**config.mk**
```make
export PLATFORM = sky130hd
export DESIGN_NAME = buffer_pool_directory_lru_unit
export DESIGN_NICKNAME = d
export VERILOG_FILES = /design/src/sv/bpdlru_pkg.sv /design/src/sv/bpdlru_scan.sv /design/src/sv/buffer_pool_directory_lru_unit.sv
export VERILOG_INCLUDE_DIRS = /design/src /design/src/sv
export SDC_FILE = /design/constraint.sdc
export NUM_CORES = 2
export LEC_CHECK = 0
export BUFFER_PORTS_ARGS = -buffer_cell sky130_fd_sc_hd__buf_2
export CAP_MARGIN = 20
export CORE_AREA = 2 2 788 790
export DETAILED_ROUTE_END_ITERATION = 16
export DIE_AREA = 0 0 790 792
export SYNTH_ARGS = -nofsm -noshare
export SYNTH_HDL_FRONTEND = slang
export SYNTH_HIERARCHICAL = 1
export SYNTH_SLANG_ARGS = --single-unit
```
**constraint.sdc**
```tcl
create_clock -name aclk -period 15.6 [get_ports aclk]
set_input_delay 0 -clock aclk [delete_from_list [all_inputs] [get_ports aclk]]
set_output_delay 0 -clock aclk [all_outputs]
set_load 0.05 [all_outputs]
```
**src/sv/buffer_pool_directory_lru_unit_assert.svh**
```systemverilog
// Assertion macros for the buffer pool directory.
// Included by the modules that carry concurrent checks; needs aclk and aresetn in scope.
`ifndef BUFFER_POOL_DIRECTORY_LRU_UNIT_ASSERT_SVH
`define BUFFER_POOL_DIRECTORY_LRU_UNIT_ASSERT_SVH

// Same-cycle implication, disabled during reset
`define BPDLRU_ASSERT_IMP(lbl, ante, cons) \
    lbl: assert property (@(posedge aclk) disable iff (!aresetn) (ante) |-> (cons)) \
        else $error("buffer pool directory check failed");

// Next-cycle implication, disabled during reset
`define BPDLRU_ASSERT_NXT(lbl, ante, cons) \
    lbl: assert property (@(posedge aclk) disable iff (!aresetn) (ante) |=> (cons)) \
        else $error("buffer pool directory check failed");

`endif

```
**src/sv/bpdlru_pkg.sv**
```systemverilog
// Shared types and constants of the buffer pool directory.
// No dependencies; used by bpdlru_scan and buffer_pool_directory_lru_unit.
package bpdlru_pkg;

    localparam int FUNC_W   = 2;
    localparam int FILE_W   = 8;
    localparam int BLOCK_W  = 16;
    localparam int INDEX_W  = 6;
    localparam int ENTRY_W  = 6;
    localparam int S_TDATA_W = 32;
    localparam int M_TDATA_W = 32;

    // Request operation codes
    typedef enum logic [FUNC_W-1:0] {
        FN_GET   = 2'd0,
        FN_MARK  = 2'd1,
        FN_INVAL = 2'd2,
        FN_ALLOC = 2'd3
    } func_t;

    // Sequencer states
    typedef enum logic [1:0] {
        ST_IDLE,
        ST_SCAN,
        ST_FINISH
    } state_t;

    // Outcome of one directory sweep
    typedef struct packed {
        logic match_found;
        logic free_found;
        logic have_victim;
    } scan_flags_t;

endpackage

```
**src/sv/bpdlru_scan.sv**
```systemverilog
// Directory sweep unit: compares one entry per cycle and tracks the first match,
// the first free entry and the oldest entry of another file. Uses bpdlru_pkg.
module bpdlru_scan #(
    parameter int IDX_W      = 6,
    parameter int STAMP_BITS = 32
) (
    input  logic                          aclk,
    input  logic                          aresetn,
    input  logic                          start,
    input  logic                          eval_vld,
    input  logic [IDX_W-1:0]              eval_idx,
    input  logic                          ent_valid,
    input  logic [bpdlru_pkg::FILE_W-1:0]  ent_file,
    input  logic [bpdlru_pkg::BLOCK_W-1:0] ent_block,
    input  logic [STAMP_BITS-1:0]         ent_stamp,
    input  logic [bpdlru_pkg::FILE_W-1:0]  req_file,
    input  logic [bpdlru_pkg::BLOCK_W-1:0] req_block,
    output logic                          file_eq,
    output bpdlru_pkg::scan_flags_t       flags,
    output logic [IDX_W-1:0]              match_idx,
    output logic [IDX_W-1:0]              free_idx,
    output logic [IDX_W-1:0]              best_idx,
    output logic [bpdlru_pkg::FILE_W-1:0]  best_file,
    output logic [bpdlru_pkg::BLOCK_W-1:0] best_block
);
    import bpdlru_pkg::*;

    scan_flags_t             flags_reg, flags_next;
    logic [IDX_W-1:0]        match_idx_reg, free_idx_reg, best_idx_reg;
    logic [FILE_W-1:0]       best_file_reg;
    logic [BLOCK_W-1:0]      best_block_reg;
    logic [STAMP_BITS-1:0]   best_stamp_reg;
    logic                    blk_eq, older;
    logic                    take_match, take_free, take_best;

    // Shared compare unit
    assign file_eq = (ent_file == req_file);
    assign blk_eq  = (ent_block == req_block);
    assign older   = (ent_stamp < best_stamp_reg);

    // Tracker update decisions; entry 0 always seeds the victim
    assign take_match = eval_vld && ent_valid && file_eq && blk_eq && !flags_reg.match_found;
    assign take_free  = eval_vld && !ent_valid && !flags_reg.free_found;
    assign take_best  = eval_vld && ((eval_idx == '0) ||
                        (!file_eq && (!flags_reg.have_victim || older)));

    always_comb begin
        flags_next = flags_reg;
        if (start) begin
            flags_next = '0;
        end else begin
            if (take_match) flags_next.match_found = 1'b1;
            if (take_free)  flags_next.free_found  = 1'b1;
            if (take_best)  flags_next.have_victim = flags_reg.have_victim | !file_eq;
        end
    end

    // Flags
    always_ff @(posedge aclk) begin
        if (!aresetn) begin
            flags_reg <= '0;
        end else begin
            flags_reg <= flags_next;
        end
    end

    // Tracked indexes and victim payload
    always_ff @(posedge aclk) begin
        if (!start) begin
            if (take_match) match_idx_reg <= eval_idx;
            if (take_free)  free_idx_reg  <= eval_idx;
            if (take_best) begin
                best_idx_reg   <= eval_idx;
                best_file_reg  <= ent_file;
                best_block_reg <= ent_block;
                best_stamp_reg <= ent_stamp;
            end
        end
    end

    assign flags      = flags_reg;
    assign match_idx  = match_idx_reg;
    assign free_idx   = free_idx_reg;
    assign best_idx   = best_idx_reg;
    assign best_file  = best_file_reg;
    assign best_block = best_block_reg;

endmodule

```
**src/sv/buffer_pool_directory_lru_unit.sv**
```systemverilog
// Get, allocate and invalidate sweep the directory one entry per cycle through the shared
// compare unit and then load the result in the finish step; a mark write goes straight there.
// One item at a time: requests are taken only in idle, and the finish step also waits
// while the previous result still waits on m_tready.
// Reset (aresetn low, synchronous) clears valid/dirty bits, tick counter, sequencer and
// output; file, block and stamp memories are not cleared. Uses bpdlru_pkg and bpdlru_scan.
module buffer_pool_directory_lru_unit #(
    parameter int ENTRIES    = 64,
    parameter int STAMP_BITS = 32
) (
    input  logic                              aclk,
    input  logic                              aresetn,
    input  logic                              s_tvalid,
    output logic                              s_tready,
    // func[1:0], file_id[9:2], block_offset[25:10], entry_index[31:26]
    input  logic [bpdlru_pkg::S_TDATA_W-1:0]  s_tdata,
    output logic                              m_tvalid,
    input  logic                              m_tready,
    // entry[5:0], hit[6], writeback[7], victim_file[15:8], victim_offset[31:16]
    output logic [bpdlru_pkg::M_TDATA_W-1:0]  m_tdata
);
    import bpdlru_pkg::*;

    localparam int IDX_W = $clog2(ENTRIES);
    localparam int CNT_W = IDX_W + 1;

    // Sequencer and request
    state_t               state_reg, state_next;
    logic [CNT_W-1:0]     cnt_reg, cnt_next;
    func_t                func_reg;
    logic [FILE_W-1:0]    file_reg;
    logic [BLOCK_W-1:0]   blk_reg;
    logic [INDEX_W-1:0]   idx_reg;
    logic                 accept, scan_start, res_load;

    // Directory storage
    logic [FILE_W+BLOCK_W-1:0] meta_mem [ENTRIES];
    logic [STAMP_BITS-1:0]     stamp_mem [ENTRIES];
    logic [FILE_W+BLOCK_W-1:0] meta_rd_reg;
    logic [STAMP_BITS-1:0]     stamp_rd_reg;
    logic [ENTRIES-1:0]        valid_reg, dirty_reg;
    logic [STAMP_BITS-1:0]     tick_count_reg;
    logic [STAMP_BITS-1:0]     tick_inc;
    logic [IDX_W-1:0]          rd_addr;
    logic                      eval_vld_reg, eval_vld_next;
    logic [IDX_W-1:0]          eval_idx_reg;

    // Finish-step decisions
    logic                  meta_we, stamp_we, valid_set;
    logic [IDX_W-1:0]      wr_addr;
    logic                  wr_dirty;
    logic                  mark_ok;
    logic [IDX_W+INDEX_W-1:0] idx_ext;
    logic [IDX_W-1:0]      idx_trunc;
    logic                  hit_sel, wb_sel;
    logic [IDX_W-1:0]      slot_sel;
    logic [IDX_W+ENTRY_W-1:0] slot_ext;
    logic [ENTRY_W-1:0]    entry_out;
    logic [M_TDATA_W-1:0]  result;

    // Sweep unit outputs
    logic                  file_eq;
    scan_flags_t           flags;
    logic [IDX_W-1:0]      match_idx, free_idx, best_idx;
    logic [FILE_W-1:0]     best_file;
    logic [BLOCK_W-1:0]    best_block;

    logic                  m_tvalid_reg;
    logic [M_TDATA_W-1:0]  m_tdata_reg;

    assign s_tready = (state_reg == ST_IDLE);
    assign accept   = s_tvalid && s_tready;
    assign rd_addr  = cnt_reg[IDX_W-1:0];
    assign tick_inc = tick_count_reg + 1'b1;

    // Mark write range check and index width fit
    assign idx_ext   = {{IDX_W{1'b0}}, idx_reg};
    assign idx_trunc = idx_ext[IDX_W-1:0];
    assign mark_ok   = ({{(IDX_W+1){1'b0}}, idx_reg} < (IDX_W+INDEX_W+1)'(ENTRIES));

    // Slot choice after the sweep
    always_comb begin
        hit_sel = (func_reg == FN_GET) && flags.match_found;
        if (hit_sel) begin
            slot_sel = match_idx;
        end else if (flags.free_found) begin
            slot_sel = free_idx;
        end else begin
            slot_sel = best_idx;
        end
        wb_sel = ((func_reg == FN_GET) || (func_reg == FN_ALLOC)) && !hit_sel &&
                 !flags.free_found && dirty_reg[best_idx];
    end

    assign slot_ext = {{ENTRY_W{1'b0}}, slot_sel};

    // Result field selection
    always_comb begin
        unique case (func_reg)
            FN_GET, FN_ALLOC: entry_out = slot_ext[ENTRY_W-1:0];
            FN_MARK:          entry_out = idx_reg;
            FN_INVAL:         entry_out = '0;
            default:          entry_out = '0;
        endcase
        result = {(wb_sel ? best_block : {BLOCK_W{1'b0}}),
                  (wb_sel ? best_file : {FILE_W{1'b0}}),
                  wb_sel, hit_sel, entry_out};
    end

    // Sequencer
    always_ff @(posedge aclk) begin
        if (!aresetn) begin
            state_reg    <= ST_IDLE;
            cnt_reg      <= '0;
            eval_vld_reg <= 1'b0;
        end else begin
            state_reg    <= state_next;
            cnt_reg      <= cnt_next;
            eval_vld_reg <= eval_vld_next;
        end
    end

    always_comb begin
        state_next    = state_reg;
        cnt_next      = cnt_reg;
        eval_vld_next = 1'b0;
        scan_start    = 1'b0;
        res_load      = 1'b0;
        meta_we       = 1'b0;
        stamp_we      = 1'b0;
        valid_set     = 1'b0;
        wr_addr       = slot_sel;
        wr_dirty      = 1'b0;
        unique case (state_reg)
            ST_IDLE: begin
                if (accept) begin
                    cnt_next   = '0;
                    scan_start = 1'b1;
                    if (func_t'(s_tdata[FUNC_W-1:0]) == FN_MARK) begin
                        state_next = ST_FINISH;
                    end else begin
                        state_next = ST_SCAN;
                    end
                end
            end
            ST_SCAN: begin
                if (cnt_reg == CNT_W'(ENTRIES)) begin
                    state_next = ST_FINISH;
                end else begin
                    cnt_next      = cnt_reg + 1'b1;
                    eval_vld_next = 1'b1;
                end
            end
            ST_FINISH: begin
                if (!m_tvalid_reg || m_tready) begin
                    res_load   = 1'b1;
                    state_next = ST_IDLE;
                    priority if (func_reg == FN_MARK) begin
                        wr_addr  = idx_trunc;
                        stamp_we = mark_ok;
                        wr_dirty = 1'b1;
                    end else if (func_reg == FN_ALLOC || (func_reg == FN_GET && !hit_sel)) begin
                        meta_we   = 1'b1;
                        stamp_we  = 1'b1;
                        valid_set = 1'b1;
                        wr_dirty  = (func_reg == FN_ALLOC);
                    end else begin
                        wr_dirty = 1'b0;
                    end
                end
            end
            default: state_next = ST_IDLE;
        endcase
    end

    // Request capture
    always_ff @(posedge aclk) begin
        if (accept) begin
            func_reg <= func_t'(s_tdata[FUNC_W-1:0]);
            file_reg <= s_tdata[FUNC_W +: FILE_W];
            blk_reg  <= s_tdata[FUNC_W+FILE_W +: BLOCK_W];
            idx_reg  <= s_tdata[FUNC_W+FILE_W+BLOCK_W +: INDEX_W];
        end
    end

    // Directory memories: one write, one registered read per cycle
    always_ff @(posedge aclk) begin
        if (meta_we) meta_mem[wr_addr] <= {blk_reg, file_reg};
        if (stamp_we) stamp_mem[wr_addr] <= tick_count_reg;
        meta_rd_reg  <= meta_mem[rd_addr];
        stamp_rd_reg <= stamp_mem[rd_addr];
        eval_idx_reg <= rd_addr;
    end

    // Valid and dirty bits, tick counter
    always_ff @(posedge aclk) begin
        if (!aresetn) begin
            valid_reg      <= '0;
            dirty_reg      <= '0;
            tick_count_reg <= '0;
        end else begin
            if (eval_vld_reg && func_reg == FN_INVAL && file_eq) begin
                valid_reg[eval_idx_reg] <= 1'b0;
                dirty_reg[eval_idx_reg] <= 1'b0;
            end
            if (valid_set) valid_reg[wr_addr] <= 1'b1;
            if (stamp_we) dirty_reg[wr_addr] <= wr_dirty;
            if (res_load) tick_count_reg <= tick_inc;
        end
    end

    bpdlru_scan #(
        .IDX_W      (IDX_W),
        .STAMP_BITS (STAMP_BITS)
    ) u_scan (
        .aclk       (aclk),
        .aresetn    (aresetn),
        .start      (scan_start),
        .eval_vld   (eval_vld_reg),
        .eval_idx   (eval_idx_reg),
        .ent_valid  (valid_reg[eval_idx_reg]),
        .ent_file   (meta_rd_reg[FILE_W-1:0]),
        .ent_block  (meta_rd_reg[FILE_W +: BLOCK_W]),
        .ent_stamp  (stamp_rd_reg),
        .req_file   (file_reg),
        .req_block  (blk_reg),
        .file_eq    (file_eq),
        .flags      (flags),
        .match_idx  (match_idx),
        .free_idx   (free_idx),
        .best_idx   (best_idx),
        .best_file  (best_file),
        .best_block (best_block)
    );

    // Output register
    always_ff @(posedge aclk) begin
        if (!aresetn) begin
            m_tvalid_reg <= 1'b0;
        end else if (res_load) begin
            m_tvalid_reg <= 1'b1;
        end else if (m_tready) begin
            m_tvalid_reg <= 1'b0;
        end
    end

    always_ff @(posedge aclk) begin
        if (res_load) m_tdata_reg <= result;
    end

    assign m_tvalid = m_tvalid_reg;
    assign m_tdata  = m_tdata_reg;

`include "buffer_pool_directory_lru_unit_assert.svh"

    `BPDLRU_ASSERT_NXT(a_accept_leaves_idle, accept, state_reg != ST_IDLE)
    `BPDLRU_ASSERT_IMP(a_scan_count_bound, state_reg == ST_SCAN, cnt_reg <= CNT_W'(ENTRIES))
    `BPDLRU_ASSERT_IMP(a_no_wb_with_free, res_load && flags.free_found, !wb_sel)
    `BPDLRU_ASSERT_IMP(a_no_wb_on_hit, res_load && hit_sel, !wb_sel && !meta_we)
    `BPDLRU_ASSERT_NXT(a_tick_per_result, res_load, tick_count_reg == $past(tick_inc))

endmodule
```
Yosys cells after proc, flatten, opt, wreduce, memory -nomap -nowiden
Memory sizes are Yosys's and may differ from the RTL's. A register that Yosys moved wholly into a read port is not among the register bits. Cells that the tools add are included.

Add/subtract/negate cells: 2. Magnitude comparators: 6. Eq/ne operators: 13. Mux-type cells: 51. Bitwise logic cells: 7. Reduce and logical (&&, ||, !) cells: 43.

Operators by type and width (number): 64-bit 2-to-1 mux (6); 64-bit AND (2); 64-bit bitwise mux (1); 64-bit inverter (1); 64-bit OR (1); 32-bit by 1-bit adder with 32-bit output, second input constant (1); 32-bit < comparator (1); 6-bit 2-to-1 mux (5); 1-bit 2-to-1 mux (26); 6-bit by 7-bit < comparator with 1-bit output, second input constant (3); 1-bit logical AND (18); 6-bit one-hot mux with 3 select lines (1); 16-bit == test (1); 7-bit 2-to-1 mux (2); 7-bit one-hot mux with 2 select lines (1); 1-bit binary-select mux with 6-bit select (2); 1-bit demux with 6-bit select (2); 6-bit by 1-bit greater-or-equal comparator with 1-bit output, second input constant (2); 8-bit == test (1); 2-bit 2-to-1 mux (4); 2-bit AND reduction (4); 7-bit by 1-bit adder with 7-bit output, second input constant (1); 7-bit == test, second input constant (1); 1-bit logical NOT (7); other kinds (13) (28).

Bits in registers: 318. RAM bits: 3584. Input bits: 36. Output and inout bits: 34. Word-level logic and storage cells: 147. Memories kept: 2.

Memory list: stamp_mem (words 64, bits a word 32, read ports 1, clocked after memory_dff 1, wr ports 1, line buffer_pool_directory_lru_unit.sv:38) `logic [STAMP_BITS-1:0] stamp_mem [ENTRIES];`; meta_mem (words 64, bits a word 24, read ports 1, clocked after memory_dff 1, wr ports 1, line buffer_pool_directory_lru_unit.sv:37) `logic [FILE_W+BLOCK_W-1:0] meta_mem [ENTRIES];`.

Longest topological paths before layout
Depth after elaboration: 12. Gate-level depth with buffers: 14.

Modules after synthesis
Netlist, hierarchy kept.

By module, submodules not included: buffer_pool_directory_lru_unit (instances 1, cells each 7141, area an instance 150287.9 um2, sequential area each 114209.5 um2); bpdlru_scan (instances 1, cells each 237, area an instance 3439.5 um2, sequential area each 2282.2 um2).

Worst setup path after synthesis
OpenSTA, ideal clock, no wires.

Path type: register -> register. Start: register func_reg[0]. End: memory stamp_mem[44][0], enable pin. Library setup time: 0.477 ns. Arrival time: 4.443 ns. Slack: 10.680 ns. Cell stages (with the launch flop): 10. Path through: edfxtp_1 > inv_1 > ha_1 > buf_2 > nand2_4 > inv_4 > o21ai_2 > nand4_1 > buf_2 > a221oi_1.

Cells in the longest elaborated chain, start to end: 11.

RTL lines: start: declaration (line buffer_pool_directory_lru_unit.sv:30) `func_t func_reg;`; start signal: assignment (line buffer_pool_directory_lru_unit.sv:179) `func_reg <= func_t'(s_tdata[FUNC_W-1:0]);`; 2-bit logical NOT (*) (line buffer_pool_directory_lru_unit.sv:83) `hit_sel = (func_reg == FN_GET) && flags.match_found;`; 1-bit logical AND (*) (line buffer_pool_directory_lru_unit.sv:83); via hit_sel (line buffer_pool_directory_lru_unit.sv:55) `logic hit_sel, wb_sel;`; 1-bit logical NOT (line buffer_pool_directory_lru_unit.sv:162) `end else if (func_reg == FN_ALLOC || (func_reg == FN_GET && !hit_sel)) begin`; 1-bit logical AND (line buffer_pool_directory_lru_unit.sv:162); 1-bit logical OR (line buffer_pool_directory_lru_unit.sv:162); 1-bit 2-to-1 mux (line buffer_pool_directory_lru_unit.sv:162); 1-bit 2-to-1 mux (line buffer_pool_directory_lru_unit.sv:158) `priority if (func_reg == FN_MARK) begin`; 1-bit 2-to-1 mux (line buffer_pool_directory_lru_unit.sv:155) `if (!m_tvalid_reg || m_tready) begin`; 1-bit 2-to-1 mux (line buffer_pool_directory_lru_unit.sv:134) `unique case (state_reg)`; 1-bit 2-to-1 mux (line buffer_pool_directory_lru_unit.sv:189) `if (stamp_we) stamp_mem[wr_addr] <= tick_count_reg;`; 1-bit 2-to-1 mux (implied by the code) (line buffer_pool_directory_lru_unit.sv:189); end: declaration (line buffer_pool_directory_lru_unit.sv:38).

Mark *: on every way through the listed nets, which the timed path passes. The rest lies on a longest branch.

==> metrics <==
worst reg2reg startpoint cnt_reg[0]; crit end category register; global-route wire length before repair 643000 um; share of the synthesized area in the top cell type 72.7%; Worst setup SP type register; Syn Std Cell Area 154000 um^2; most common cell type on the critical path buf_4; drt wl/cell 28.8 um; Max Root-Sink Buffers 4; worst path required time 16390 ps; DRC violations left 0; Fmax 188 MHz; Adder-Cell Fraction of Synth Area 0.309%; worst vdd ir 0.0000901 V; Cell Rows 289; NetSw 0.00436 W; Setup Fix Bufs, Post-CTS 0; Hold WC Path Type in2reg; DIE HEIGHT 792 um; Routability Congestion 0.881; WL final 468000 um; GR Overflow Total 0; combinational share of power 2.4%; register area share after synthesis 75.8%; vias in the first global route 78600; initial drt markers 11800; Async SR Flop Fraction 0%; internal power 0.0169 W; Worst Reg2Reg Path Length in Cells 8; main combinational cell family by area after synthesis multiplexers; hold endpoint file_reg[4]; R2R Path End stamp_rd_reg[27]; Final Max Tran Viols 0; Post-Syn Nets 7452; Pleak 59.0 nW; Final Cycle Share 34.1%; layout cells sized above 1 26.6%; R2R setup slack 10290 ps; final setup skew 49.5 ps; Clock Tree Root clkbuf_16; largest net degree at the start of global routing 108; Critical Path AT 6110 ps; CTS Hold Bufs 61; TritonCTS Buffers 368; RSZ-0062 raised after global routing no; Via Count 80900; TNS Setup 0 ps; pwr/cell area 119 nW/um^2; Die W 790 um; Post-Syn Instances 7378; DR pass1 iterations 8; Final min period 5310 ps; # H-tree levels 5; Synth area leader edfxtp_1; mux share of post-synthesis cell area 15.1%; CTS tree done; part of the power in registers 54.5%; Largest stage delay, worst path 770 ps; Final ANT Viol Nets 0; status complete, no violations; core region area 618000 um^2; CTS sink cnt 3958; Overall Power 0.0213 W; final setup violation count 0; max reg flops 2048; top flop regs stamp_mem (2048), meta_mem (1536); MaxCap Viol Count 0; FILL cells 60000; Largest Register stamp_mem; power share of the clock group 43.1%; Max transition margin 15.7%; slowest library cell on the worst path buf_4; complex-gate fraction of the synthesized area 4.33%; Fin. Hold Viols 0; synth top area cells edfxtp_1, mux4_2, dfxtp_1; Total GRT Usage 14.4%; leading cell types by count after synthesis edfxtp_1, mux4_2, nand2_1; Yosys warning count 6; routed vias/inst 4.98; critical path type reg2reg; Worst-Skew Late Latency 940 ps; Primary FF master, synth edfxtp_1; Yosys reg bits 3958; IO Port Bufs 69; synth unique cells 88; Hold Crit Start s_tdata[6]; IO Pins 70; EDFF count, synth 3722; initial antenna violation count 30; cells along the critical path buf_12, buf_4, buf_4, buf_4, mux4_2, mux4_2, a22oi_1, nand2_1; count leader, synth edfxtp_1; # resized after CTS 0; sw frac 20.5%; crit-path max FO 82; Synth Area in XOR/XNOR 0.273%; Clock Pin Slew Worst Setup and Hold Paths 70 ps; Worst Hold Depth 2; Initial Util 24.9%; Area Overhead vs Synth 16.6%; Final nets 7847; post-detail-place hpwl 254000 um; full die area 626000 um^2; syn_area_per_cell 20.8 um^2; Slew @ Worst Pin 1260 ps; post-synthesis simple-gate area fraction 2.54%
## cell type report
| cell class | count | area (um^2) | area share, % |
|---|---|---|---|
| Tap cell | 8148 | 10200 | 5.69 |
| Inverter | 106 | 423 | 0.236 |
| Antenna cell | 34 | 85.1 | 0.0475 |
| Sequential cell | 3958 | 117000 | 65.0 |
| Timing Repair Buffer | 471 | 3660 | 2.04 |
| Clock buffer | 487 | 10200 | 5.67 |
| Clock inverter | 187 | 1950 | 1.09 |
| Multi-Input combinational cell | 2868 | 36200 | 20.2 |
## through the flow
step           hold slack (ps)  utilization, %  setup slack, ps  instances  cell area (um^2)
6_report                  55.6            29.0            10290      16300            179000
2_1_floorplan             98.9               -            10680       7378            154000
3_5_place_dp               178            26.9            10150      15500            166000
3_3_place_gp               180            26.9            10160      15500            166000
5_1_grt                   18.8            29.0             9820      16300            179000
4_1_cts                   10.7            29.0            10150      16200            179000
## layout by cell type (no fill, tap or decap), types with 68 or more instances in the layout
cell type and instances:
edfxtp_1 3722, mux4_2 952, clkbuf_16 382, buf_4 331, nand2_1 246, dfxtp_1 198
mux2i_1 132, nand3_1 123, a22oi_1 110, a21oi_1 104, o21ai_0 96, nor2_1 96
a221oi_1 93, clkbuf_1 85, o21a_1 81, a221oi_4 75, inv_1 69, buf_2 68
## power by group through the flow
stage | Sequential [W] | Combinational [W] | Clock, W
2_1_floorplan | 0.0119 | 0.000231 | 0
3_3_place_gp | 0.0118 | 0.000480 | 0
3_5_place_dp | 0.0118 | 0.000488 | 0
4_1_cts | 0.0116 | 0.000501 | 0.00929
5_1_grt | 0.0116 | 0.000533 | 0.00967
6_report | 0.0116 | 0.000507 | 0.00917
## cell families after synthesis
family / Yosys count
adder cells (fa/ha/maj): 38
AND/OR/NAND/NOR: 758
flip-flops: 3958
multiplexers: 1126
AO/OA/AOI/OAI: 898
buffers and inverters: 552
XOR/XNOR: 48
## metal layers
| layer | part of all wire, % | GRT usage (%) | vias to the layer above |
|---|---|---|---|
| li1 | - | - | 31900 |
| met1 | 40 | 19.5 | 43900 |
| met2 | 47 | 23.4 | 4407 |
| met3 | 9.5 | 2.59 | 712 |
| met4 | 3.6 | 4.80 | 10 |
| met5 | 0.013 | 0 | - |
## critical path, delay by kind of cell, from the launching register on
family,cells,cell delay (ps)
buffers and inverters,4,2700
multiplexers,2,1100
AND/OR/NAND/NOR,1,110
AO/OA/AOI/OAI,1,320
flip-flops,1,710
## worst max-delay path by stage
stage,from,endpoint
2_1_floorplan,func_reg[0],stamp_mem[44][0]
3_3_place_gp,cnt_reg[0],stamp_rd_reg[27]
3_5_place_dp,cnt_reg[0],stamp_rd_reg[27]
4_1_cts,cnt_reg[0],stamp_rd_reg[27]
5_1_grt,cnt_reg[0],stamp_rd_reg[14]
6_report,cnt_reg[0],stamp_rd_reg[27]
Power figures use the tool's default switching activity.
